### config.mk
export PLATFORM = sky130hd
export DESIGN_NAME = mpeg_audio_frame_sync_finder_top
export DESIGN_NICKNAME = d
export VERILOG_FILES = /design/src/design/mpa_sync_pkg.sv /design/src/design/mpa_sync_dp.sv /design/src/design/mpa_sync_ctrl.sv /design/src/design/mpeg_audio_frame_sync_finder_top.sv
export SDC_FILE = /design/constraint.sdc
export NUM_CORES = 1
export LEC_CHECK = 0
export BUFFER_PORTS_ARGS = -buffer_cell sky130_fd_sc_hd__buf_2
export CAP_MARGIN = 5
export CORE_ASPECT_RATIO = 1.75
export CORE_MARGIN = 1
export CORE_UTILIZATION = 45
export CTS_CLUSTER_SIZE = 30
export DETAILED_ROUTE_END_ITERATION = 12
export GPL_TIMING_DRIVEN = 0
export SYNTH_ARGS = -nofsm -noshare
export SYNTH_HDL_FRONTEND = slang
export SYNTH_HIERARCHICAL = 1
export SYNTH_SLANG_ARGS = --single-unit
### constraint.sdc
create_clock -name i_clk -period 6.7 [get_ports i_clk]
set_clock_uncertainty 0.2 [all_clocks]
set_input_delay 1.005 -clock i_clk [delete_from_list [all_inputs] [get_ports i_clk]]
set_output_delay 1.005 -clock i_clk [all_outputs]
set_load 0.01 [all_outputs]
### src/design/mpa_sync_pkg.sv
// ----------------------------------------------------------------------------
// mpa_sync_pkg
// shared constants, header tables and controller/datapath signal groups
// ----------------------------------------------------------------------------
package mpa_sync_pkg;

    // buffer limit and derived widths
    localparam int MAX_BUFFER_BYTES = 65536;
    localparam int CNT_W            = $clog2(MAX_BUFFER_BYTES + 1);
    localparam int OFF_W            = 17;
    localparam int LEN_W            = 12;

    // divider widths: quotient stays below 2^QUO_W for every legal header
    localparam int QUO_W   = 12;
    localparam int HZ_W    = 16;
    localparam int REM_W   = HZ_W + QUO_W - 1;
    localparam int STEP_W  = $clog2(QUO_W);
    localparam int KBPS_W  = 9;
    localparam int SPF8_W  = 8;
    localparam int PROD_W  = KBPS_W + SPF8_W;
    localparam int KILO    = 1000;

    // header field codes
    localparam logic [10:0] SYNC_PATTERN = 11'h7FF;
    localparam logic [1:0]  VER_MPEG1    = 2'b11;
    localparam logic [1:0]  VER_MPEG2    = 2'b10;
    localparam logic [1:0]  VER_RESERVED = 2'b01;
    localparam logic [1:0]  LAY_RESERVED = 2'b00;
    localparam logic [1:0]  LAY_ONE      = 2'b11;
    localparam logic [3:0]  BRI_FREE     = 4'h0;
    localparam logic [3:0]  BRI_BAD      = 4'hF;
    localparam logic [1:0]  SRI_RESERVED = 2'b11;

    // kbps by [mpeg1, mpeg2/2.5][layer I, II, III][index]
    localparam logic [KBPS_W-1:0] KBPS_TAB [0:1][0:2][0:15] = '{
        '{ '{0,32,64,96,128,160,192,224,256,288,320,352,384,416,448,0},
           '{0,32,48,56,64,80,96,112,128,160,192,224,256,320,384,0},
           '{0,32,40,48,56,64,80,96,112,128,160,192,224,256,320,0} },
        '{ '{0,32,48,56,64,80,96,112,128,144,160,176,192,224,256,0},
           '{0,8,16,24,32,40,48,56,64,80,96,112,128,144,160,0},
           '{0,8,16,24,32,40,48,56,64,80,96,112,128,144,160,0} }
    };

    // sample rate in hz by [rate code][mpeg1, mpeg2, mpeg2.5]
    localparam logic [HZ_W-1:0] RATE_TAB [0:2][0:2] = '{
        '{44100, 22050, 11025},
        '{48000, 24000, 12000},
        '{32000, 16000, 8000}
    };

    // samples per frame divided by 8, by [layer I, II, III][mpeg1, mpeg2, mpeg2.5]
    localparam logic [SPF8_W-1:0] SPF8_TAB [0:2][0:2] = '{
        '{48, 48, 48},
        '{144, 144, 144},
        '{144, 72, 72}
    };

    // controller to datapath
    typedef struct packed {
        logic take;       // input transaction this cycle
        logic load_miss;  // buffer ended with no header
        logic start_div;  // load dividend and divisor
        logic div_step;   // one quotient bit
        logic load_len;   // quotient plus padding to output
    } t_cmd;

    // datapath to controller
    typedef struct packed {
        logic hit;        // current byte completes a valid header
        logic miss_end;   // current byte ends the buffer with no header
        logic div_last;   // last quotient bit in progress
    } t_sts;

endpackage

### src/design/mpa_sync_dp.sv
// ----------------------------------------------------------------------------
// mpa_sync_dp
// header window, byte counter, frame length divider and result registers
// ----------------------------------------------------------------------------
module mpa_sync_dp
    import mpa_sync_pkg::*;
(
    input  logic              i_clk,
    input  logic              i_rst_n,
    input  logic [7:0]        i_data_byte,
    input  logic              i_last_byte,
    input  t_cmd              i_cmd,
    output t_sts              o_sts,
    output logic              o_found,
    output logic [OFF_W-1:0]  o_header_offset,
    output logic [LEN_W-1:0]  o_frame_length
);

    // scan state
    logic [31:0]       r_window;
    logic [CNT_W-1:0]  r_count;
    logic              r_already;

    // divider
    logic [PROD_W-1:0] r_prod;
    logic [HZ_W-1:0]   r_hz;
    logic [2:0]        r_pad_add;
    logic [REM_W-1:0]  r_rem;
    logic [REM_W-1:0]  r_dsr;
    logic [QUO_W-1:0]  r_quo;
    logic [STEP_W-1:0] r_step;

    // result
    logic              r_out_found;
    logic [OFF_W-1:0]  r_out_offset;
    logic [LEN_W-1:0]  r_out_len;

    logic [31:0]       win_next;
    logic              scan_en;
    logic [CNT_W-1:0]  count_next;
    logic [CNT_W-1:0]  count_eff;
    logic [1:0]        ver;
    logic [1:0]        lay;
    logic [3:0]        bri;
    logic [1:0]        sri;
    logic              pad;
    logic              hdr_ok;
    logic [1:0]        lsel;
    logic [1:0]        vsel;
    logic [1:0]        sri_c;
    logic              row2;
    logic [KBPS_W-1:0] kbps;
    logic [SPF8_W-1:0] spf8;
    logic              hit;
    logic              ge;

    assign win_next   = {r_window[23:0], i_data_byte};
    assign scan_en    = !r_already && (r_count < CNT_W'(MAX_BUFFER_BYTES));
    assign count_next = r_count + CNT_W'(1);
    assign count_eff  = scan_en ? count_next : r_count;

    assign ver = win_next[20:19];
    assign lay = win_next[18:17];
    assign bri = win_next[15:12];
    assign sri = win_next[11:10];
    assign pad = win_next[9];

    assign hdr_ok = (win_next[31:21] == SYNC_PATTERN) && (ver != VER_RESERVED)
                 && (lay != LAY_RESERVED) && (bri != BRI_FREE) && (bri != BRI_BAD)
                 && (sri != SRI_RESERVED);

    // table indexes, clamped so reserved codes stay in range
    always_comb begin
        lsel = (lay == LAY_RESERVED) ? 2'd0 : 2'd3 - lay;
        case (ver)
            VER_MPEG1: vsel = 2'd0;
            VER_MPEG2: vsel = 2'd1;
            default:   vsel = 2'd2;
        endcase
        sri_c = (sri == SRI_RESERVED) ? 2'd0 : sri;
        row2  = (vsel != 2'd0);
    end

    assign kbps = KBPS_TAB[row2][lsel][bri];
    assign spf8 = SPF8_TAB[lsel][vsel];
    assign hit  = scan_en && hdr_ok;

    assign ge = (r_rem >= r_dsr);

    assign o_sts.hit      = hit;
    assign o_sts.miss_end = i_last_byte && !r_already && !hit;
    assign o_sts.div_last = (r_step == '0);

    // scan state, cleared at buffer end
    always_ff @(posedge i_clk) begin
        if (!i_rst_n) begin
            r_window  <= '0;
            r_count   <= '0;
            r_already <= 1'b0;
        end else if (i_cmd.take) begin
            if (i_last_byte) begin
                r_window  <= '0;
                r_count   <= '0;
                r_already <= 1'b0;
            end else begin
                if (scan_en) begin
                    r_window <= win_next;
                    r_count  <= count_next;
                end
                if (hit) begin
                    r_already <= 1'b1;
                end
            end
        end
    end

    // header capture, divider and result registers
    always_ff @(posedge i_clk) begin
        if (i_cmd.take && hit) begin
            r_prod       <= PROD_W'(spf8 * kbps);
            r_hz         <= RATE_TAB[sri_c][vsel];
            r_pad_add    <= (lay == LAY_ONE) ? {pad, 2'b00} : {2'b00, pad};
            r_out_found  <= 1'b1;
            r_out_offset <= OFF_W'(count_next - CNT_W'(4));
        end
        if (i_cmd.load_miss) begin
            r_out_found  <= 1'b0;
            r_out_offset <= OFF_W'(count_eff);
            r_out_len    <= '0;
        end
        if (i_cmd.start_div) begin
            r_rem  <= REM_W'(r_prod * 10'(KILO));
            r_dsr  <= {r_hz, (QUO_W - 1)'(0)};
            r_quo  <= '0;
            r_step <= STEP_W'(QUO_W - 1);
        end
        if (i_cmd.div_step) begin
            if (ge) begin
                r_rem <= r_rem - r_dsr;
            end
            r_dsr  <= r_dsr >> 1;
            r_quo  <= {r_quo[QUO_W-2:0], ge};
            r_step <= r_step - STEP_W'(1);
        end
        if (i_cmd.load_len) begin
            r_out_len <= LEN_W'(r_quo + QUO_W'(r_pad_add));
        end
    end

    assign o_found         = r_out_found;
    assign o_header_offset = r_out_offset;
    assign o_frame_length  = r_out_len;

endmodule

### src/design/mpa_sync_ctrl.sv
// ----------------------------------------------------------------------------
// mpa_sync_ctrl
// sequencer for scanning, frame length division and result handoff
// ----------------------------------------------------------------------------
module mpa_sync_ctrl
    import mpa_sync_pkg::*;
(
    input  logic i_clk,
    input  logic i_rst_n,
    input  logic i_in_valid,
    output logic o_in_ready,
    output logic o_out_valid,
    input  logic i_out_ready,
    input  t_sts i_sts,
    output t_cmd o_cmd
);

    typedef enum logic [2:0] {
        S_SCAN,
        S_MUL,
        S_DIV,
        S_FIN,
        S_OUT
    } t_state;

    t_state r_state;
    t_state n_state;
    logic   r_in_ready;
    logic   n_in_ready;
    logic   r_out_valid;
    logic   n_out_valid;
    logic   take;
    logic   pop;

    assign take = i_in_valid && r_in_ready;
    assign pop  = r_out_valid && i_out_ready;

    always_comb begin
        n_state     = r_state;
        n_in_ready  = r_in_ready;
        n_out_valid = r_out_valid;
        o_cmd       = '0;
        o_cmd.take  = take;
        case (r_state)
            S_SCAN: begin
                if (take && i_sts.hit) begin
                    n_state    = S_MUL;
                    n_in_ready = 1'b0;
                end else if (take && i_sts.miss_end) begin
                    o_cmd.load_miss = 1'b1;
                    n_state         = S_OUT;
                    n_in_ready      = 1'b0;
                    n_out_valid     = 1'b1;
                end
            end
            S_MUL: begin
                o_cmd.start_div = 1'b1;
                n_state         = S_DIV;
            end
            S_DIV: begin
                o_cmd.div_step = 1'b1;
                if (i_sts.div_last) begin
                    n_state = S_FIN;
                end
            end
            S_FIN: begin
                o_cmd.load_len = 1'b1;
                n_state        = S_OUT;
                n_out_valid    = 1'b1;
            end
            S_OUT: begin
                if (pop) begin
                    n_state     = S_SCAN;
                    n_out_valid = 1'b0;
                    n_in_ready  = 1'b1;
                end
            end
            default: begin
                n_state     = S_SCAN;
                n_out_valid = 1'b0;
                n_in_ready  = 1'b1;
            end
        endcase
    end

    always_ff @(posedge i_clk) begin
        if (!i_rst_n) begin
            r_state     <= S_SCAN;
            r_in_ready  <= 1'b1;
            r_out_valid <= 1'b0;
        end else begin
            r_state     <= n_state;
            r_in_ready  <= n_in_ready;
            r_out_valid <= n_out_valid;
        end
    end

    assign o_in_ready  = r_in_ready;
    assign o_out_valid = r_out_valid;

    // a pending result blocks the input side
    a_out_blocks_in: assert property (@(posedge i_clk) disable iff (!i_rst_n)
        r_out_valid |-> !r_in_ready)
        else $error("input ready while result pending");

    // a header match starts the length computation
    a_hit_starts_mul: assert property (@(posedge i_clk) disable iff (!i_rst_n)
        (r_state == S_SCAN && take && i_sts.hit) |=> (r_state == S_MUL))
        else $error("header match did not start length computation");

    // divider runs until its last step
    a_div_holds: assert property (@(posedge i_clk) disable iff (!i_rst_n)
        (r_state == S_DIV && !i_sts.div_last) |=> (r_state == S_DIV))
        else $error("divider left early");

    // a result shows only after the length is loaded or a miss is reported
    a_valid_source: assert property (@(posedge i_clk) disable iff (!i_rst_n)
        $rose(r_out_valid) |-> ($past(o_cmd.load_len) || $past(o_cmd.load_miss)))
        else $error("result valid without a load");

endmodule

### src/design/mpeg_audio_frame_sync_finder_top.sv
// ----------------------------------------------------------------------------
// mpeg_audio_frame_sync_finder_top
// finds the first valid mpeg audio frame header in a byte buffer
// ----------------------------------------------------------------------------
// input channel: one buffer byte per transaction, i_last_byte marks the end
// of the buffer. output channel: one result per buffer, either the first
// valid header (offset of its first byte and frame length in bytes) or,
// on the last byte, found = 0 with the buffer length and frame length 0.
// throughput: one byte per cycle while scanning. a header match holds the
// input while the dividend is formed, the bit-serial divider runs (one
// quotient bit per cycle) and the padding is added; then the result is
// shown. a miss result shows the cycle after the last byte. bytes after
// a match are taken one per cycle and ignored.
// while a result is pending the input is held off; a stalled receiver
// therefore stalls the byte stream, and the result holds until taken.
// reset clears the window, byte count, header-seen flag and any pending result;
// the block is ready for bytes right after reset.
// bytes beyond MAX_BUFFER_BYTES are not scanned and the count saturates.
// ----------------------------------------------------------------------------
module mpeg_audio_frame_sync_finder_top
    import mpa_sync_pkg::*;
(
    input  logic              i_clk,
    input  logic              i_rst_n,
    // byte stream
    input  logic              i_in_valid,
    output logic              o_in_ready,
    input  logic [7:0]        i_data_byte,
    input  logic              i_last_byte,
    // result
    output logic              o_out_valid,
    input  logic              i_out_ready,
    output logic              o_found,
    output logic [OFF_W-1:0]  o_header_offset,
    output logic [LEN_W-1:0]  o_frame_length
);

    t_cmd cmd;
    t_sts sts;

    // sequencer: scan, divide, hand off
    mpa_sync_ctrl u_ctrl (
        .i_clk       (i_clk),
        .i_rst_n     (i_rst_n),
        .i_in_valid  (i_in_valid),
        .o_in_ready  (o_in_ready),
        .o_out_valid (o_out_valid),
        .i_out_ready (i_out_ready),
        .i_sts       (sts),
        .o_cmd       (cmd)
    );

    // window, counter, tables, divider and result registers
    mpa_sync_dp u_dp (
        .i_clk           (i_clk),
        .i_rst_n         (i_rst_n),
        .i_data_byte     (i_data_byte),
        .i_last_byte     (i_last_byte),
        .i_cmd           (cmd),
        .o_sts           (sts),
        .o_found         (o_found),
        .o_header_offset (o_header_offset),
        .o_frame_length  (o_frame_length)
    );

endmodule

==> reports/qor.txt, run 1 <==
Slowest CP cell = fa_1
Pwr per Cell Area = 158 nW/µm²
Vias in the first global route = 10.9k
Number of buffers added on ports = 44
Total power = 2.43 mW
Fraction of registers with async set/reset = 0%
Synth unique cells = 78
Detailed-placement wirelength estimate = 25,000 µm
Synth top area share = 21.1%
Nets@finish = 1,780
Top_reg_cell synth = edfxtp_1
Top post-synthesis cells by area = edfxtp_1 (21%), ha_1 (12%), dfxtp_1 (11%)
Die area = 31,700 µm²
DIE WIDTH = 135 µm
Row count = 84
Crit start category = flip-flop
Commonest non-fill, non-tap cells in the layout = inv_1 (144), ha_1 (134), edfxtp_1 (98)
Mapped Area = 13,900 µm²
Max-Cap Viols = 0
Critical Path Fanout Max = 6
Gr usage total = 20.8%
Number of antenna violations at the first check in global routing = 0
Leakage power = 6.46 nW
Fmax = 159 MHz
Post-Synth Simple-Gate Area = 16.8%
Worst Path Arrival = 6280 ps
Max Buffers Root-to-Sink = 2
Main combinational cell family by area after synthesis = adder cells
Area leader, netlist = edfxtp_1
I/O pin count = 45
Starting Density = 46.1%
# hold bufs at CTS = 0
Yosys warns = 6
Xor/xnor cell area share of the yosys netlist = 5.34%
WL per Instance = 16.1 µm
Detailed Routing Iterations Pass 1 = 4
Adder-cell share of the synthesized area = 20.7%
DRC Markers = 0
Post-route insts no fill = 1,973
Fillcell total = 2,894
Crit path buf inv count = 3
Detailed Route WL = 31,700 µm
Synthesized flop and latch total = 174
Crit path time final = 6290 ps
Total CTS buffers = 17
Multi-input gate area = 8750 µm²
Largest net degree at the start of global routing = 43
Most frequent standard cell in the layout excluding fill and tap cells = inv_1
Drt via density = 5.45
Area delta synth->final = 10.5%
Post_cts resized = 0
CTS tree = yes
Mean area per synthesized cell = 9.43 µm²
Finished Core Util = 50.9%
Core Footprint = 30,300 µm²
Worst-Skew Late Latency = 440 ps
Global-route wire length before repair = 52,400 µm
Peak VDD IR = 0.315 mV
Nature of the critical path endpoint = flip-flop
Clock slew at reported path FFs = 70 ps
Post-synthesis compound-gate area fraction = 14.4%
Die Y-Extent = 235 µm
Sink Count = 174
Outcome = finished clean
Final period util = 93.9%
Tightest Hold Check Type = flip-flop to flip-flop
CP max stage delay = 540 ps
Grt ovf = 0
Vias = 10.8k
Setup Buffers After CTS = 0
CTS root buf = clkbuf_16
DRT antenna net count = 0
Register area share after synthesis = 32.0%
Setup repair after global routing missed its margin = no
Final hold vios = 0
Initial DRC Count = 503
Slew Limit Fails = 0
Fin Setup TNS = 0 ps
Mux cell area share after synthesis = 4.62%
Post-synth EDFFs = 98
Htree depth = 4
Ratio of cells with drive above 1 in the final layout = 8.32%
Cells after Synth = 1,479
WS Path Type = flip-flop to flip-flop
Critical Path RT = 6680 ps
Sequential cell area = 4470 µm²
Final Wtd Congestion = 0.900
Family with the most delay on the worst path = adder cells
Max_slew headroom = 32.6%
Least-Margin Pin Slew = 1010 ps
ANT cells = 0
Final-report setup violation count = 0
# placed instances = 1,940
path summary, 6_finish.rpt:
path	start	end	slack [ps]	cells past startpoint
setup / recovery	u_dp/r_window[9]	u_dp/r_prod[16]	410	25
hold / removal	u_dp/r_rem[0]	u_dp/r_rem[0]	280	2
setup reg to reg	u_dp/r_window[9]	u_dp/r_prod[16]	410	25
hold reg to reg	u_dp/r_rem[0]	u_dp/r_rem[0]	280	2
registers in the layout, summed over array words and instances, names as in the netlist, 4 cells and up:
signal,flops
u_dp/o_frame_length,12
u_dp/r_count,17
u_dp/r_hz,14
u_dp/r_step,4
u_dp/r_prod,11
u_dp/r_rem,27
u_dp/r_quo,12
u_dp/r_dsr,27
u_dp/o_header_offset,17
u_dp/r_window,24
cells by family (layout without fill, tap and decap cells):
logic type,count (synthesis),in the layout
xor+xnor,85,85
flops,174,174
simple gates,443,443
buf+inv,212,289
compound gates,306,306
other cells,2,32
mux,62,62
fa+ha+maj,195,195
metal layers:
metal / GRT usage (%) / routed length, µm / vias to the layer above
li1: - / - / 5306
met1: 21.4 / 12100 / 5190
met2: 39.7 / 17300 / 185
met3: 3.21 / 874 / 73
met4: 10.4 / 1380 / 0
met5: 0 / 0 / -
cells in the mapped netlist (all sizes together), types with 17 or more instances:
cell,instances
nor3,29
nand4,17
xor2,37
edfxtp,98
nor2,87
a21oi,67
xnor2,48
mux2i,43
nand2,89
nor2b,53
dfxtp,76
nand2b,21
fa,60
a21o,24
inv,144
a22oi,27
ha,134
o21ai,72
mux2,19
and2,52
clkbuf,48
buf,20
nand3,27
worst min-delay path: stages (launching register included):
cell,delay (ps)
dfxtp_1,310
nand2b_1,60
mux2i_1,60
stage by stage:
stage | hold slack, ps | worst slack, ps | cell area [µm²]
after floorplan | 249 | 1030 | 14100
after global placement | 249 | 329 | 14800
after detailed placement | 269 | 277 | 14800
after CTS | 282 | 240 | 15400
after global routing | 307 | 38.2 | 15400
final | 277 | 405 | 15400
cell type report:
type	count	area share [%]
tap	387	3.14
inverter	144	3.51
multi-input combinational	1123	56.8
clock inverter	14	1.20
timing repair buffer	45	1.61
sequential	174	29.0
buffer	68	2.03
clock buffer	18	2.78
power breakdown:
group          switching (mW)  internal (mW)
combinational           0.151         0.0941
clock                   0.443          0.596
sequential            0.00751           1.14
Note: power is estimated with default switching activity, not from simulation.
==> run 2: changes to the inputs <==
Settings changed: CAP_MARGIN 5 to 10, CTS_BUF_LIST set to sky130_fd_sc_hd__clkbuf_4.
==> run 2 against run 1 <==
  * Final cell count hardly changed
  * Highest routed layer unchanged
  * Flip-flop and latch count stayed put
  * First-iteration DRC count is 0.99% lower
  * Design area is 1.9% lower
  * Largest cell class unchanged
  * Register-to-register slack hardly changed
  * Clock-buffer cell count stayed put
  * Routed wire length is 0.82% lower
==> reports/qor.txt, run 2 (synthesis results as in run 1) <==
Clock slew at reported path FFs = 160 ps (+90 ps)
Detailed Routing Iterations Pass 1 = 5 (+1)
Die Y-Extent = 235 µm (unchanged)
Top Registers = u_dp/r_dsr: 27 flops, u_dp/r_rem: 27 flops, u_dp/r_window: 24 flops
DRC Markers = 0 (unchanged)
Final hold vios = 0 (unchanged)
Number of antenna violations at the first check in global routing = 1 (+1)
Vias in the first global route = 10.9k (-0.30%)
Row count = 84 (unchanged)
CTS root buf = clkbuf_4
Detailed Route WL = 31,400 µm (-0.82%)
Core Footprint = 30,300 µm² (unchanged)
Leakage power = 6.34 nW (-2.0%)
Peak VDD IR = 0.224 mV (-29%)
Critical Path Fanout Max = 6 (unchanged)
Max-Cap Viols = 0 (unchanged)
Grt ovf = 0 (unchanged)
DIE WIDTH = 135 µm (unchanged)
WL per Instance = 15.9 µm (-0.87%)
Worst-Skew Late Latency = 600 ps (+160 ps)
Finished Core Util = 50.0% (-0.96 points)
Gr usage total = 20.7% (-0.070 points)
Commonest non-fill, non-tap cells in the layout = inv_1 (144), ha_1 (134), edfxtp_1 (98)
DRT antenna net count = 0 (unchanged)
Drt via density = 5.45 (about the same)
Global-route wire length before repair = 52,200 µm (-0.28%)
Fmax = 159 MHz (about the same)
Total CTS buffers = 17 (unchanged)
Outcome = finished clean
Setup Buffers After CTS = 0 (unchanged)
Final period util = 94.0% (about the same)
Crit path time final = 6300 ps (+2.50 ps)
Fillcell total = 2,937 (+1.5%)
Htree depth = 4 (unchanged)
Pwr per Cell Area = 136 nW/µm² (-14%)
HP Start = u_dp/r_rem[0]
Setup repair after global routing missed its margin = no
Fin Setup TNS = 0 ps (unchanged)
Critical Path RT = 6850 ps (+170 ps)
Starting Density = 46.1% (unchanged)
Final Wtd Congestion = 0.900 (unchanged)
Nets@finish = 1,780 (unchanged)
Crit start category = flip-flop
Area delta synth->final = 8.43%
Tightest Hold Check Type = flip-flop to flip-flop
Largest net degree at the start of global routing = 43 (unchanged)
Most frequent standard cell in the layout excluding fill and tap cells = inv_1
Critical path origin = u_dp/r_window[9]
Least-Margin Pin Slew = 1000 ps (-6.40 ps)
PnR worst setup slack = 403 ps (-2.50 ps)
WS Path Type = flip-flop to flip-flop
Worst Path Arrival = 6450 ps (+170 ps)
Smallest hold slack = 286 ps (+9.86 ps)
I/O pin count = 45 (unchanged)
Initial DRC Count = 498 (-0.99%)
Vias = 10.8k (unchanged)
Nature of the critical path endpoint = flip-flop
Slew Limit Fails = 0 (unchanged)
Die area = 31,700 µm² (unchanged)
Ratio of cells with drive above 1 in the final layout = 8.39% (+0.063 points)
Sink Count = 174 (unchanged)
Detailed-placement wirelength estimate = 25,000 µm (unchanged)
Worst slack, placed = 277 ps (unchanged)
Max_slew headroom = 33.1% (+0.43 points)
Worst R2R Start = u_dp/r_window[9]
Number of buffers added on ports = 44 (unchanged)
CTS tree = yes
Final-report setup violation count = 0 (unchanged)
Max Buffers Root-to-Sink = 2 (unchanged)
[run 2: cell count changes in the layout (fill, tap and decap cells not counted), sizes merged]
cell   previous run  this run
diode             0         1
[run 2: per-stage QoR]
stage	area, µm²	std cells	power (mW)
2_1_floorplan	14100	1509	1.34
3_3_place_gp	14800	1940	1.41
3_5_place_dp	14800	1940	1.41
4_1_cts	15100	1972	2.08
5_1_grt	15100	1974	2.16
6_report	15100	1974	2.06
[run 2: timing repair]
| action | 4_1_cts | 5_1_grt |
|---|---|---|
| gates resized for setup | 0 | 6 |
| setup endpoints to repair | 0 | 1 |
| hold buffers | 0 | 0 |
| hold endpoints to repair | 0 | 0 |
[run 2: path summary, 6_finish.rpt]
kind                                   endpoint  slack (ps)  depth (start not counted)
worst max-delay path            u_dp/r_prod[16]         400                         25
worst min-delay path              u_dp/r_rem[0]         290                          2
worst max register to register  u_dp/r_prod[16]         400                         25
worst min register to register    u_dp/r_rem[0]         290                          2
[run 2: layout make-up]
| type | instances | area, µm² | area share [%] |
|---|---|---|---|
| clock buffers | 18 | 135 | 0.893 |
| multi-input cells | 1123 | 8750 | 57.9 |
| clock inverters | 14 | 185 | 1.22 |
| flip-flops and latches | 174 | 4470 | 29.5 |
| inverters | 144 | 541 | 3.57 |
| repair buffers | 45 | 248 | 1.64 |
| diodes | 1 | 2.50 | 0.0165 |
| well taps | 387 | 484 | 3.20 |
| plain buffers | 68 | 313 | 2.07 |
[run 2: metal layers]
metal | wire (µm) | GRT usage [%] | vias up
met5 | 0 | 0 | -
met4 | 1350 | 10.4 | 0
met3 | 889 | 3.00 | 70
met2 | 17300 | 39.7 | 190
met1 | 11900 | 21.3 | 5182
li1 | - | - | 5312
[run 2: report_power, final]
part	switching [mW]	internal (mW)	leakage, nW	total [mW]
Clock	0.396	0.271	0.171	0.667
Combinational	0.151	0.0939	4.65	0.245
Sequential	0.00748	1.14	1.51	1.14
[run 2: worst max-delay path, stage by stage (launching register included)]
cell and delay (ps):
dfxtp_2 430, inv_1 100, ha_1 310, inv_1 150, ha_1 270, nand2_1 190
nor2_1 190, a21oi_1 60, o21ai_1 190, o22ai_1 120, nor2_1 120, a21oi_1 110
or2_2 370, fa_1 500, fa_1 540, inv_1 50, fa_1 470, ha_1 320
ha_1 230, fa_1 420, a21oi_1 170, nor2_1 60, nor2_1 150, o21bai_1 80
a21oi_1 180, xnor2_1 80
